File: src/design/ssnf_pkg.sv
// ----------------------------------------------------------------------------
// ssnf_pkg
// Shared constants, codes and types of the next-fit object slot allocator.
// ----------------------------------------------------------------------------
package ssnf_pkg;

  // Slot pool size default, record count and field widths
  localparam int unsigned SLOT_COUNT_DEF = 40;
  localparam int unsigned REC_COUNT      = 40;
  localparam int unsigned REC_AW         = 6;
  localparam int unsigned SLOT_W         = 6;
  localparam int unsigned TILE_W         = 7;

  // Item kinds
  localparam logic KIND_ALLOC = 1'b0;
  localparam logic KIND_FREE  = 1'b1;

  // Layout codes
  localparam logic [1:0] LAYOUT_ONE    = 2'd0;
  localparam logic [1:0] LAYOUT_PAIR_A = 2'd1;
  localparam logic [1:0] LAYOUT_PAIR_B = 2'd2;
  localparam logic [1:0] LAYOUT_FOUR   = 2'd3;

  // Result status codes
  localparam logic [1:0] STATUS_DONE     = 2'd0;
  localparam logic [1:0] STATUS_FULL     = 2'd1;
  localparam logic [1:0] STATUS_BAD_FREE = 2'd2;

  // One object record as kept in the record memory
  typedef struct packed {
    logic                    busy;
    logic [1:0]              layout;
    logic [3:0][SLOT_W-1:0]  slots;
  } rec_entry_t;

  // One result item
  typedef struct packed {
    logic [1:0]              status;
    logic [REC_AW-1:0]       record_out;
    logic [2:0]              slot_count;
    logic [3:0][SLOT_W-1:0]  slot;
    logic [3:0][TILE_W-1:0]  tile;
  } rsp_t;

  // Number of slots a layout needs
  function automatic logic [2:0] need_of(input logic [1:0] layout);
    logic [2:0] n;
    case (layout) inside
      LAYOUT_ONE:                   n = 3'd1;
      LAYOUT_PAIR_A, LAYOUT_PAIR_B: n = 3'd2;
      LAYOUT_FOUR:                  n = 3'd4;
      default:                      n = 3'd1;
    endcase
    return n;
  endfunction

endpackage

File: src/design/ssnf_if.sv
// ----------------------------------------------------------------------------
// ssnf_if
// Request and response channels of the slot allocator, valid/ready handshake.
// ----------------------------------------------------------------------------
interface ssnf_req_if;
  logic       valid;
  logic       ready;
  logic       kind;
  logic [1:0] layout;
  logic [5:0] base_tile;
  logic [5:0] record_id;

  modport source (output valid, kind, layout, base_tile, record_id, input ready);
  modport sink   (input valid, kind, layout, base_tile, record_id, output ready);
endinterface

interface ssnf_rsp_if;
  logic       valid;
  logic       ready;
  logic [1:0] status;
  logic [5:0] record_out;
  logic [2:0] slot_count;
  logic [5:0] slot_a;
  logic [5:0] slot_b;
  logic [5:0] slot_c;
  logic [5:0] slot_d;
  logic [6:0] tile_a;
  logic [6:0] tile_b;
  logic [6:0] tile_c;
  logic [6:0] tile_d;

  modport source (output valid, status, record_out, slot_count, slot_a, slot_b, slot_c,
                  slot_d, tile_a, tile_b, tile_c, tile_d, input ready);
  modport sink   (input valid, status, record_out, slot_count, slot_a, slot_b, slot_c,
                  slot_d, tile_a, tile_b, tile_c, tile_d, output ready);
endinterface

File: src/design/sprite_slot_next_fit_allocator_top.sv
// ----------------------------------------------------------------------------
// sprite_slot_next_fit_allocator_top
// Next-fit allocator of object slots and object records.
// ----------------------------------------------------------------------------
// One item is worked at a time; the sequencer makes one read per cycle into a
// slot memory and a record memory. After reset a clearing pass over both
// memories runs before the first request is taken. A free steps through
// accept, record read, one write per released slot and reply; a free of an
// unused record skips the slot writes, and one of a record id past the range
// goes from accept straight to reply. An allocate rejected as full also goes
// straight to reply; otherwise it steps through accept, slot scan (at most
// SLOT_COUNT slots visited), record scan (at most 40 records visited), one
// write per taken slot and reply. The reply stretches while the output
// register is full and not drained. A new request is taken while the previous
// result still waits in the output register.
// ----------------------------------------------------------------------------
module sprite_slot_next_fit_allocator_top #(
  parameter int unsigned SLOT_COUNT = ssnf_pkg::SLOT_COUNT_DEF
) (
  input  logic       clk,
  input  logic       rst,
  ssnf_req_if.sink   req,
  ssnf_rsp_if.source rsp
);

  logic           res_valid;
  logic           res_ready;
  ssnf_pkg::rsp_t res;

  ssnf_core #(
    .SLOT_COUNT (SLOT_COUNT)
  ) u_core (
    .clk       (clk),
    .rst       (rst),
    .req       (req),
    .res_valid (res_valid),
    .res_ready (res_ready),
    .res       (res)
  );

  ssnf_rsp_reg u_rsp_reg (
    .clk       (clk),
    .rst       (rst),
    .res_valid (res_valid),
    .res_ready (res_ready),
    .res       (res),
    .rsp       (rsp)
  );

endmodule

File: src/design/ssnf_core.sv
// ----------------------------------------------------------------------------
// ssnf_core
// Sequencer with the slot busy memory and the record memory. Scans both
// memories next-fit with one read per cycle, then writes back the changes.
// ----------------------------------------------------------------------------
module ssnf_core #(
  parameter int unsigned SLOT_COUNT = ssnf_pkg::SLOT_COUNT_DEF
) (
  input  logic           clk,
  input  logic           rst,
  ssnf_req_if.sink       req,
  output logic           res_valid,
  input  logic           res_ready,
  output ssnf_pkg::rsp_t res
);

  localparam int unsigned SAW   = $clog2(SLOT_COUNT);
  localparam int unsigned CW    = $clog2(SLOT_COUNT + 1);
  localparam int unsigned RAW   = ssnf_pkg::REC_AW;
  localparam int unsigned CLR_N = (SLOT_COUNT > ssnf_pkg::REC_COUNT) ?
                                  SLOT_COUNT : ssnf_pkg::REC_COUNT;
  localparam int unsigned CLRW  = $clog2(CLR_N);
  localparam int unsigned IW    = $clog2(CLR_N + 1);

  typedef enum logic [7:0] {
    ST_CLEAR   = 8'b0000_0001,
    ST_IDLE    = 8'b0000_0010,
    ST_SSCAN   = 8'b0000_0100,
    ST_RSCAN   = 8'b0000_1000,
    ST_COMMIT  = 8'b0001_0000,
    ST_FREAD   = 8'b0010_0000,
    ST_RELEASE = 8'b0100_0000,
    ST_REPLY   = 8'b1000_0000
  } state_t;

  state_t state, state_next;

  // Memories
  logic                 slot_mem [SLOT_COUNT];
  ssnf_pkg::rec_entry_t rec_mem  [ssnf_pkg::REC_COUNT];

  logic                 s_we, s_wdata, s_rdata;
  logic [SAW-1:0]       s_waddr, s_raddr, s_addr_q;
  logic                 r_we;
  logic [RAW-1:0]       r_waddr, r_raddr, r_addr_q;
  ssnf_pkg::rec_entry_t r_wdata, r_rdata;

  // Control and working registers
  logic [CLRW-1:0]            clr_cnt;
  logic [CW-1:0]              busy_count;
  logic [SAW-1:0]             slot_hint;
  logic [RAW-1:0]             rec_hint;
  logic [1:0]                 layout_q;
  logic [5:0]                 base_q;
  logic [5:0]                 rid_q;
  logic [2:0]                 need;
  logic [2:0]                 n;
  logic [3:0][SAW-1:0]        got;
  logic [RAW-1:0]             rec_sel;
  logic [3:0][5:0]            slots_q;
  logic [1:0]                 wcnt;
  logic [SAW-1:0]             s_ptr;
  logic [RAW-1:0]             r_ptr;
  logic [IW-1:0]              issued;
  logic                       pend;

  // Combinational helpers
  logic                       accept;
  logic [2:0]                 req_need;
  logic                       req_full;
  logic                       req_rid_ok;
  logic                       s_hit, s_found, s_issue, s_exhaust;
  logic [2:0]                 n_plus;
  logic                       r_hit, r_issue, r_exhaust;
  logic                       w_last;
  logic [SAW-1:0]             last_slot;
  logic [5:0]                 rel_s;
  logic [3:0][5:0]            alloc_slot, rel_slot;
  logic [3:0][6:0]            alloc_tile;
  ssnf_pkg::rsp_t             res_start;

  assign req.ready  = (state == ST_IDLE);
  assign accept     = req.valid && req.ready;
  assign req_need   = ssnf_pkg::need_of(req.layout);
  assign req_full   = ((CW+1)'(busy_count) + (CW+1)'(req_need)) > (CW+1)'(SLOT_COUNT);
  assign req_rid_ok = req.record_id < 6'(ssnf_pkg::REC_COUNT);

  assign s_hit     = pend && !s_rdata && (n < need);
  assign n_plus    = n + 3'(s_hit);
  assign s_found   = (n_plus == need);
  assign s_issue   = (issued != IW'(SLOT_COUNT));
  assign s_exhaust = !s_issue && !pend;

  assign r_hit     = pend && !r_rdata.busy;
  assign r_issue   = (issued != IW'(ssnf_pkg::REC_COUNT));
  assign r_exhaust = !r_issue && !pend;

  assign w_last    = ((3'(wcnt) + 3'd1) == need);
  assign last_slot = got[wcnt];
  assign rel_s     = slots_q[wcnt];
  assign res_valid = (state == ST_REPLY);

  always_comb begin
    for (int k = 0; k < 4; k++) begin
      alloc_slot[k] = (3'(k) < need) ? 6'(got[k]) : 6'd0;
      rel_slot[k]   = (3'(k) < need) ? slots_q[k] : 6'd0;
      alloc_tile[k] = (3'(k) < need) ? 7'(base_q) + 7'(k) : 7'd0;
    end
  end

  // Preset the error reply; a finished item overwrites it
  always_comb begin
    res_start = '0;
    if (req.kind == ssnf_pkg::KIND_ALLOC) begin
      res_start.status = ssnf_pkg::STATUS_FULL;
    end else begin
      res_start.status     = ssnf_pkg::STATUS_BAD_FREE;
      res_start.record_out = req.record_id;
    end
  end

  // Memory port control; the sequencer never uses a read made in the cycle that
  // writes the same entry, so no forwarding path is needed
  always_comb begin
    s_we    = 1'b0;
    s_waddr = got[wcnt];
    s_wdata = 1'b0;
    s_raddr = s_ptr;
    r_we    = 1'b0;
    r_waddr = rec_sel;
    r_wdata = r_rdata;
    r_raddr = r_ptr;
    unique case (state)
      ST_CLEAR: begin
        s_we    = ({1'b0, clr_cnt} < (CLRW+1)'(SLOT_COUNT));
        s_waddr = clr_cnt[SAW-1:0];
        r_we    = ({1'b0, clr_cnt} < (CLRW+1)'(ssnf_pkg::REC_COUNT));
        r_waddr = clr_cnt[RAW-1:0];
        r_wdata = '0;
      end
      ST_IDLE: begin
        r_raddr = req.record_id[RAW-1:0];
      end
      ST_COMMIT: begin
        s_we           = 1'b1;
        s_wdata        = 1'b1;
        r_we           = (wcnt == 2'd0);
        r_wdata.busy   = 1'b1;
        r_wdata.layout = layout_q;
        r_wdata.slots  = alloc_slot;
      end
      ST_FREAD: begin
        r_we         = r_rdata.busy;
        r_waddr      = rid_q[RAW-1:0];
        r_wdata.busy = 1'b0;
      end
      ST_RELEASE: begin
        s_we    = ({1'b0, rel_s} < 7'(SLOT_COUNT));
        s_waddr = rel_s[SAW-1:0];
      end
      default: ;
    endcase
  end

  always_ff @(posedge clk) begin
    if (s_we) slot_mem[s_waddr] <= s_wdata;
    s_rdata  <= slot_mem[s_raddr];
    s_addr_q <= s_raddr;
  end

  always_ff @(posedge clk) begin
    if (r_we) rec_mem[r_waddr] <= r_wdata;
    r_rdata  <= rec_mem[r_raddr];
    r_addr_q <= r_raddr;
  end

  always_comb begin
    state_next = state;
    unique case (state)
      ST_CLEAR:   if (clr_cnt == CLRW'(CLR_N - 1)) state_next = ST_IDLE;
      ST_IDLE: begin
        if (accept) begin
          if (req.kind == ssnf_pkg::KIND_ALLOC) begin
            state_next = req_full ? ST_REPLY : ST_SSCAN;
          end else begin
            state_next = req_rid_ok ? ST_FREAD : ST_REPLY;
          end
        end
      end
      ST_SSCAN: begin
        if (s_found)        state_next = ST_RSCAN;
        else if (s_exhaust) state_next = ST_REPLY;
      end
      ST_RSCAN: begin
        if (r_hit)          state_next = ST_COMMIT;
        else if (r_exhaust) state_next = ST_REPLY;
      end
      ST_COMMIT:  if (w_last) state_next = ST_REPLY;
      ST_FREAD:   state_next = r_rdata.busy ? ST_RELEASE : ST_REPLY;
      ST_RELEASE: if (w_last) state_next = ST_REPLY;
      ST_REPLY:   if (res_ready) state_next = ST_IDLE;
      default:    state_next = ST_IDLE;
    endcase
  end

  always_ff @(posedge clk) begin
    if (rst) begin
      state      <= ST_CLEAR;
      clr_cnt    <= '0;
      busy_count <= '0;
      slot_hint  <= '0;
      rec_hint   <= '0;
      pend       <= 1'b0;
      issued     <= '0;
    end else begin
      state <= state_next;
      unique case (state)
        ST_CLEAR: begin
          clr_cnt <= clr_cnt + 1'b1;
        end
        ST_IDLE: begin
          if (accept) begin
            layout_q <= req.layout;
            base_q   <= req.base_tile;
            rid_q    <= req.record_id;
            need     <= req_need;
            n        <= 3'd0;
            issued   <= '0;
            pend     <= 1'b0;
            s_ptr    <= slot_hint;
            wcnt     <= 2'd0;
            res      <= res_start;
          end
        end
        ST_SSCAN: begin
          if (s_hit) begin
            got[n[1:0]] <= s_addr_q;
            n           <= n_plus;
          end
          // Slots in hand: restart the shared counter for the record scan
          if (s_found) begin
            r_ptr  <= rec_hint;
            issued <= '0;
            pend   <= 1'b0;
          end else begin
            if (s_issue) begin
              s_ptr  <= (s_ptr == SAW'(SLOT_COUNT - 1)) ? '0 : s_ptr + 1'b1;
              issued <= issued + 1'b1;
            end
            pend <= s_issue;
          end
        end
        ST_RSCAN: begin
          if (r_issue) begin
            r_ptr  <= (r_ptr == RAW'(ssnf_pkg::REC_COUNT - 1)) ? '0 : r_ptr + 1'b1;
            issued <= issued + 1'b1;
          end
          pend <= r_issue;
          if (r_hit) begin
            rec_sel <= r_addr_q;
            wcnt    <= 2'd0;
          end
        end
        ST_COMMIT: begin
          wcnt <= wcnt + 1'b1;
          if (w_last) begin
            slot_hint  <= (last_slot == SAW'(SLOT_COUNT - 1)) ? '0 : last_slot + 1'b1;
            rec_hint   <= (rec_sel == RAW'(ssnf_pkg::REC_COUNT - 1)) ? '0 : rec_sel + 1'b1;
            busy_count <= busy_count + CW'(need);
            res.status     <= ssnf_pkg::STATUS_DONE;
            res.record_out <= 6'(rec_sel);
            res.slot_count <= need;
            res.slot       <= alloc_slot;
            res.tile       <= alloc_tile;
          end
        end
        ST_FREAD: begin
          need    <= ssnf_pkg::need_of(r_rdata.layout);
          slots_q <= r_rdata.slots;
          wcnt    <= 2'd0;
        end
        ST_RELEASE: begin
          wcnt <= wcnt + 1'b1;
          if (w_last) begin
            busy_count <= (busy_count >= CW'(need)) ? busy_count - CW'(need) : '0;
            rec_hint   <= rid_q[RAW-1:0];
            res.status     <= ssnf_pkg::STATUS_DONE;
            res.record_out <= rid_q;
            res.slot_count <= need;
            res.slot       <= rel_slot;
          end
        end
        ST_REPLY: ;
        default: ;
      endcase
    end
  end

`ifndef SYNTHESIS
  a_busy_bound: assert property (@(posedge clk) disable iff (rst)
    busy_count <= CW'(SLOT_COUNT))
    else $error("busy count exceeds slot pool");

  a_hint_range: assert property (@(posedge clk) disable iff (rst)
    ({1'b0, slot_hint} < (SAW+1)'(SLOT_COUNT)) &&
    (rec_hint < RAW'(ssnf_pkg::REC_COUNT)))
    else $error("hint out of range");

  a_accept_leaves_idle: assert property (@(posedge clk) disable iff (rst)
    accept |=> (state != ST_IDLE))
    else $error("accepted item did not start");

  a_write_count: assert property (@(posedge clk) disable iff (rst)
    ((state == ST_COMMIT) || (state == ST_RELEASE)) |-> ({1'b0, wcnt} < need))
    else $error("write-back runs past the slot need");
`endif

endmodule

File: src/design/ssnf_rsp_reg.sv
// ----------------------------------------------------------------------------
// ssnf_rsp_reg
// Output register: holds one finished result until the response transfer.
// ----------------------------------------------------------------------------
module ssnf_rsp_reg (
  input  logic           clk,
  input  logic           rst,
  input  logic           res_valid,
  output logic           res_ready,
  input  ssnf_pkg::rsp_t res,
  ssnf_rsp_if.source     rsp
);

  logic           full;
  ssnf_pkg::rsp_t data;

  assign res_ready = !full || rsp.ready;

  always_ff @(posedge clk) begin
    if (rst) begin
      full <= 1'b0;
    end else if (res_valid && res_ready) begin
      full <= 1'b1;
    end else if (rsp.ready) begin
      full <= 1'b0;
    end
  end

  always_ff @(posedge clk) begin
    if (res_valid && res_ready) data <= res;
  end

  assign rsp.valid      = full;
  assign rsp.status     = data.status;
  assign rsp.record_out = data.record_out;
  assign rsp.slot_count = data.slot_count;
  assign rsp.slot_a     = data.slot[0];
  assign rsp.slot_b     = data.slot[1];
  assign rsp.slot_c     = data.slot[2];
  assign rsp.slot_d     = data.slot[3];
  assign rsp.tile_a     = data.tile[0];
  assign rsp.tile_b     = data.tile[1];
  assign rsp.tile_c     = data.tile[2];
  assign rsp.tile_d     = data.tile[3];

endmodule
File: src/flat_wrapper.sv
// flat-port wrapper written by rule: the top's interface ports become plain ports
module sprite_slot_next_fit_allocator_top_flat 
#(
  parameter int unsigned SLOT_COUNT = ssnf_pkg::SLOT_COUNT_DEF
)
  (clk, rst, req_valid, req_kind, req_layout, req_base_tile, req_record_id, req_ready, rsp_valid, rsp_status, rsp_record_out, rsp_slot_count, rsp_slot_a, rsp_slot_b, rsp_slot_c, rsp_slot_d, rsp_tile_a, rsp_tile_b, rsp_tile_c, rsp_tile_d, rsp_ready);
  ssnf_req_if req_i ();
  ssnf_rsp_if rsp_i ();
  input  logic clk;
  input  logic rst;
  input wire logic [$bits(req_i.valid)-1:0] req_valid;
  input wire logic [$bits(req_i.kind)-1:0] req_kind;
  input wire logic [$bits(req_i.layout)-1:0] req_layout;
  input wire logic [$bits(req_i.base_tile)-1:0] req_base_tile;
  input wire logic [$bits(req_i.record_id)-1:0] req_record_id;
  output wire logic [$bits(req_i.ready)-1:0] req_ready;
  output wire logic [$bits(rsp_i.valid)-1:0] rsp_valid;
  output wire logic [$bits(rsp_i.status)-1:0] rsp_status;
  output wire logic [$bits(rsp_i.record_out)-1:0] rsp_record_out;
  output wire logic [$bits(rsp_i.slot_count)-1:0] rsp_slot_count;
  output wire logic [$bits(rsp_i.slot_a)-1:0] rsp_slot_a;
  output wire logic [$bits(rsp_i.slot_b)-1:0] rsp_slot_b;
  output wire logic [$bits(rsp_i.slot_c)-1:0] rsp_slot_c;
  output wire logic [$bits(rsp_i.slot_d)-1:0] rsp_slot_d;
  output wire logic [$bits(rsp_i.tile_a)-1:0] rsp_tile_a;
  output wire logic [$bits(rsp_i.tile_b)-1:0] rsp_tile_b;
  output wire logic [$bits(rsp_i.tile_c)-1:0] rsp_tile_c;
  output wire logic [$bits(rsp_i.tile_d)-1:0] rsp_tile_d;
  input wire logic [$bits(rsp_i.ready)-1:0] rsp_ready;
  assign req_i.valid = req_valid;
  assign req_i.kind = req_kind;
  assign req_i.layout = req_layout;
  assign req_i.base_tile = req_base_tile;
  assign req_i.record_id = req_record_id;
  assign req_ready = req_i.ready;
  assign rsp_valid = rsp_i.valid;
  assign rsp_status = rsp_i.status;
  assign rsp_record_out = rsp_i.record_out;
  assign rsp_slot_count = rsp_i.slot_count;
  assign rsp_slot_a = rsp_i.slot_a;
  assign rsp_slot_b = rsp_i.slot_b;
  assign rsp_slot_c = rsp_i.slot_c;
  assign rsp_slot_d = rsp_i.slot_d;
  assign rsp_tile_a = rsp_i.tile_a;
  assign rsp_tile_b = rsp_i.tile_b;
  assign rsp_tile_c = rsp_i.tile_c;
  assign rsp_tile_d = rsp_i.tile_d;
  assign rsp_i.ready = rsp_ready;
  sprite_slot_next_fit_allocator_top #(.SLOT_COUNT(SLOT_COUNT)) u_core (.clk(clk), .rst(rst), .req(req_i), .rsp(rsp_i));
endmodule
File: config.mk
export PLATFORM = sky130hd
export DESIGN_NAME = sprite_slot_next_fit_allocator_top_flat
export DESIGN_NICKNAME = d
export VERILOG_FILES = /design/src/design/ssnf_pkg.sv /design/src/design/ssnf_if.sv /design/src/design/sprite_slot_next_fit_allocator_top.sv /design/src/design/ssnf_core.sv /design/src/design/ssnf_rsp_reg.sv /design/src/flat_wrapper.sv
export SDC_FILE = /design/constraint.sdc
export NUM_CORES = 2
export LEC_CHECK = 0
export ABC_AREA = 1
export ABC_CLOCK_PERIOD_IN_PS = 5750
export BUFFER_PORTS_ARGS = -buffer_cell sky130_fd_sc_hd__buf_2
export CORE_ASPECT_RATIO = 0.8
export CORE_MARGIN = 2
export CORE_UTILIZATION = 54
export DETAILED_ROUTE_END_ITERATION = 10
export PLACE_DENSITY = 0.69
export SYNTH_ARGS = -nofsm -noshare
export SYNTH_HDL_FRONTEND = slang
export SYNTH_SLANG_ARGS = --single-unit
File: constraint.sdc
create_clock -name clk -period 5.75 [get_ports clk]
set_input_delay 0.8625 -clock clk [delete_from_list [all_inputs] [get_ports clk]]
set_output_delay 0.8625 -clock clk [all_outputs]
set_load 0.02 [all_outputs]
; ---- Word level (Yosys, flattened, before mapping)
; Memories as Yosys holds them, arrays and structs flattened. A register that Yosys moved wholly into a read port is not among the register bits.
; Cells that the tools add are included.
[word_totals]
regBits = 266
mem_bits_rw = 1120
output_inout_bits = 65
word_cells = 249
n_memories = 2
[memory_table]
columns = memory, depth, width, read_ports, rd_ports_with_merged_regs, wr, line_no
row1 = u_core.u_core.rec_mem, 40, 27, 1, 1, 1, ssnf_core.sv:40  ; ssnf_pkg::rec_entry_t rec_mem [ssnf_pkg::REC_COUNT];
row2 = u_core.u_core.slot_mem, 40, 1, 1, 1, 1, ssnf_core.sv:39  ; logic slot_mem [SLOT_COUNT];
[classes]
addsub = 15
magnitude_cmp = 13
n_eq_ne = 34
muxes = 91
bitwise = 1
reduce_logical = 44
[ops]
columns = operator, count
row1 = $mux W6, 31
row2 = $mux W63, 2
row3 = $pmux W35 S3, 1
row4 = $mux W8, 11
row5 = $pmux W6 S2, 6
row6 = $pmux W28 S2, 1
row7 = $pmux W8 S7, 1
row8 = $pmux W26 S2, 1
row9 = $add A6 B1 Y6 const B, 6
row10 = $mux W35, 1
row11 = $eq A6 B6 Y1 const B, 5
row12 = $mux W3, 9
row13 = $bmux W6 S2, 2
row14 = $bwmux W24, 1
row15 = $mux W7, 3
row16 = $reduce_and A4 Y1, 5
row17 = $lt A6 B6 Y1 const B, 3
row18 = $ne A2 B2 Y1 const B, 9
row19 = $pmux W6 S3, 1
row20 = $reduce_and A3 Y1, 5
row21 = $add A6 B2 Y7 const B, 2
row22 = $demux W6 S2, 1
row23 = $pmux W3 S2, 2
row24 = $reduce_bool A2 Y1, 6
row25 = 42 further kinds, 83

; ---- Longest topological paths before layout
[depth]
depth_word = 10
mapped_depth = 18

; ---- Hierarchy
; Synthesis repeated with hierarchy kept, for this count alone.
[unflattened]
cells_unflattened = 5467
hier_area_um2 = 60221.5
[by_module_without_submodules]
columns = mod, instances, cells_per_inst, area_each_um2
row1 = ssnf_core, 1, 5398, 58282.1
row2 = ssnf_rsp_reg, 1, 69, 1939.4

; ---- Worst setup path after synthesis
; No wires, ideal clock.
[synth_path]
path_kind = register to register
start = register u_core.u_core.wcnt[0]
end = register, netlist name u_core.u_core.res[28]
setup_time_ns = 0.478
arrival_time_ns = 4.175
t_required_ns = 5.272
setup_slack_ns = 1.097
path_stages_with_launch = 9
path_buffers = 2
period_less_slack_ns = 4.653
cell_sequence = edfxtp_1 > buf_2 > clkinv_1 > clkbuf_1 > ha_1 > xnor2_1 > nand3_1 > nand2_1 > nor3b_1
[synth_between]
elab_chain_cells = 4
word_cells_on_any_way = 5
[synth_rtl]
columns = item, line_no
row1 = from (decl), ssnf_core.sv:61  ; logic [1:0] wcnt;
row2 = from (signal assigned), ssnf_core.sv:265  ; wcnt <= wcnt + 1'b1;
row3 = from (signal assigned), ssnf_core.sv:283  ; wcnt <= wcnt + 1'b1;
row4 = $add A2 B1 Y3 (*), ssnf_core.sv:98  ; assign w_last = ((3'(wcnt) + 3'd1) == need);
row5 = $eq A3 B3 Y1 (*), ssnf_core.sv:98
row6 = $ne A2 B2 Y1 (no source line), -
row7 = $reduce_and A5 Y1 (no source line) (*), -
; Mark *: on every way between the ends. The rest lies on a longest branch, timed or not.
; A chain may end at the register's enable or synchronous reset.

; ---- Final worst setup path
[layout_path]
start = register u_core.u_core.state[1]
end = memory u_core.u_core.slot_mem[18] (enable)
[layout_between]
elab_chain_cells = 4
word_cells_on_any_way = 7
[layout_rtl]
columns = item, line_no
row1 = from (decl), ssnf_core.sv:36  ; state_t state, state_next;
row2 = from (signal assigned), ssnf_core.sv:216  ; state <= state_next;
row3 = "$eq A8 B7 Y1, or another cell as far along", ssnf_core.sv:133  ; unique case (state)
row4 = $pmux W1 S3, ssnf_core.sv:133
row5 = $mux W1, ssnf_core.sv:166  ; if (s_we) slot_mem[s_waddr] <= s_wdata;
row6 = $mux W1 (implied by the code), ssnf_core.sv:166
row7 = to (decl), ssnf_core.sv:39
; Parallel ways exist; a longest one is shown, timed or not.

==> metrics.yaml <==
layout_commonest_cell: "edfxtp_1"
synth_edf_count: 1332
core_sq_um: 110000
critical_path.max_fanout: 14
period_needed_ns: 3.94
criticalPathCategory: "reg2reg"
status: "finished, final reports clean"
clk_pin_slew_worst_paths_ns: 0.06
cts.sinks: 1412
netlist_instances: 5464
dr.pass1.iters: 6
rows: 109
r2r_end: "u_core.u_core.slot_mem[18]$_DFFE_PP_"
r2r-start: "u_core.u_core.state[1]$_SDFFE_PP0P_"
cap_violations: 0
hold_buffers: 0
setup_viol: 0
max_freq_mhz: 254
cts_setup_buffers: 0
rsz0062_at_grt: "false"
routedWlPerCell_um: 22.2
cp-startpoint: "u_core.u_core.state[1]$_SDFFE_PP0P_"
rr_worst_depth: 10
synth_top_area_share_pct: 66.5
start_util_pct: 54.5
ant_nets: 0
io_buffers: 82
die_height_um: 303
ys_ff_latch: 1412
syn_nets: 5515
synthFlopType: "edfxtp_1"
end_kind: "register"
async_flop_share_pct: 0
power.density_nw_per_um2: 350
vias_per_cell: 5.78
antenna_found_initial: 1
pwr-share-comb_pct: 9.8
h-tree-depth: 4
avgSynthCellArea_sq_um: 11.0
relSlewSlack_pct: 17.7
yosysSeqAreaShare_pct: 69.1
slew_viol_final: 0
p_sw_share_pct: 24.4
setup_tns_ns: 0
grtUsageTotal_pct: 27.4
synth_area_leaders: "edfxtp_1 66%, nand3_1 7.9%, nand2_1 6.2%, inv_1 5.2%, dfxtp_1 2.7%"
worst_pin_slew_ns: 1.23
hp-class: "in2reg"
final_cell_mix: "1332 x edfxtp_1, 993 x nand2_1, 945 x nand3_1"
cts_buffers: 136
cts_resized: 0
dp_hpwl_mm: 88.5
yosys.area.top_type: "edfxtp_1"
drive_above_1_share_pct: 8.56
dieArea_sq_um: 114000
crit_required_ns: 6.19
vias: 40800
finClkSkew_ns: 0.0205
clockRootBuffer: "clkbuf_16"
ys_types: 48
place_congestion: 0.949
internal-power_mw: 17.7
grt_pass1_vias: 38500
wl_mm: 156
total_power_mw: 23.4
peakVddDrop_v: 0.000302
rrSetupSlack_ns: 1.81
p_seq_share_pct: 52.3
drc_errors: 0
area_delta_synth_final_pct: 11.1
clock_latency_ns: 0.75
grt_max_degree: 136
period_share_pct: 68.5
p_leak_nw: 26.2
final_nets: 5557
drt_iter0_markers: 5257
grt_pass1_wl_mm: 235
hold_viol_final: 0
clockBufferDepth: 3
fin_util_pct: 60.6
die_x_um: 377
start_kind: "register"
clockPowerShare_pct: 37.9
crit_path_end: "u_core.u_core.slot_mem[18]$_DFFE_PP_"
yosys_warnings: 0
syn-cell-area_sq_um: 60200
power_switching_mw: 5.73
cts_tree: "yes"
io_pins: 84
crit_arrival_ns: 4.38
grt_remaining_overflow: 0
flip-flops by register name (all words and copies together) (netlist names), 7 cells and up:
register,count
u_core.u_core.slot_mem,40
u_core.u_core.state,8
u_core.u_rsp_reg.rsp.tile_d,7
u_core.u_core.slots_q,24
u_core.u_rsp_reg.rsp.tile_c,7
u_core.u_core.got,24
u_core.u_rsp_reg.rsp.tile_b,7
u_core.u_core.r_rdata,27
u_core.u_core.rec_mem,1080
u_core.u_core.res,62
Yosys cell counts, drive strengths merged, types with 6 or more instances:
cell type	n
nor2	333
o21ai	244
xor2	20
clkbuf	114
a21oi	59
nor3	18
nand4	11
ha	29
edfxtp	1332
dfxtp	80
xnor2	7
nand2	998
a211oi	7
nand3b	140
o22ai	14
a31oi	6
o211ai	7
nand3	946
inv	840
o221ai	61
buf	169
worst min path at each step:
stage / slack (ns) / to / cells after the start / from
CTS: 0.26 / u_core.u_core.base_q[2]$_DFFE_PP_ / 1 / req_base_tile[2]
global placement: 0.39 / u_core.u_core.rec_sel[2]$_DFFE_PP_ / 0 / u_core.u_core.r_addr_q[2]$_DFF_P_
detailed placement: 0.39 / u_core.u_core.rec_sel[1]$_DFFE_PP_ / 0 / u_core.u_core.r_addr_q[1]$_DFF_P_
floorplan: 0.35 / u_core.u_core.s_addr_q[2]$_DFF_P_ / 0 / u_core.u_core.s_ptr[2]$_DFFE_PP_
global route: 0.29 / u_core.u_core.base_q[2]$_DFFE_PP_ / 1 / req_base_tile[2]
finish: 0.30 / u_core.u_core.base_q[2]$_DFFE_PP_ / 1 / req_base_tile[2]
power groups by stage:
| stage | combinational (mW) | clock [mW] | sequential, mW |
|---|---|---|---|
| 5_1_grt | 2.49 | 9.35 | 12.3 |
| 3_3_place_gp | 2.22 | 0 | 12.5 |
| 4_1_cts | 2.27 | 8.96 | 12.3 |
| 3_5_place_dp | 2.27 | 0 | 12.5 |
| 6_report | 2.30 | 8.87 | 12.3 |
| 2_1_floorplan | 1.29 | 0 | 12.5 |
kinds of logic after synthesis:
logic type	Yosys count	synth area share, %
buf+inv	1125	7.42
fa+ha+maj	32	0.703
flops	1412	69.1
simple gates	2460	18.4
other cells	1	0.00623
xor+xnor	27	0.393
compound gates	407	3.96
metrics by stage:
step	setup WS, ns	hold slack (ns)	area [sq um]	cells
finish	1.81	0.303	66900	7053
global route	1.51	0.286	66900	7052
CTS	1.91	0.256	66900	7051
detailed placement	1.76	0.390	62500	6811
global placement	1.80	0.386	62500	6811
floorplan	1.10	0.346	60200	5464
worst max-delay path: stages, from the launching register on:
cell     delay [ns]
dfxtp_1        0.34
nor2_1         0.14
nand3_1        0.12
inv_1          0.11
nand4_1        0.58
buf_4          0.44
nand2_1        0.29
nor2_1         0.11
nor3_1         0.87
nand2_1        0.41
nor2_1         0.21
area by class of cell:
cell class,instances,area [sq um]
antenna,2,5.00
clock buffer,178,3740
clock inverter,62,613
fill,8640,43600
inverter,842,3170
multi-input combinational,2927,14600
sequential,1412,41600
tap,1443,1810
timing repair buffer,187,1400
routing by layer:
metal	vias up	routed length (um)	share of wire [%]	GRT usage [%]
met5	-	0	0	0
met4	0	4140	2.6	8.99
met3	282	15300	9.8	4.38
met2	2118	70600	45	42.2
met1	19700	66300	42	40.2
li1	18600	-	-	-
Power figures use the tool's default switching activity.
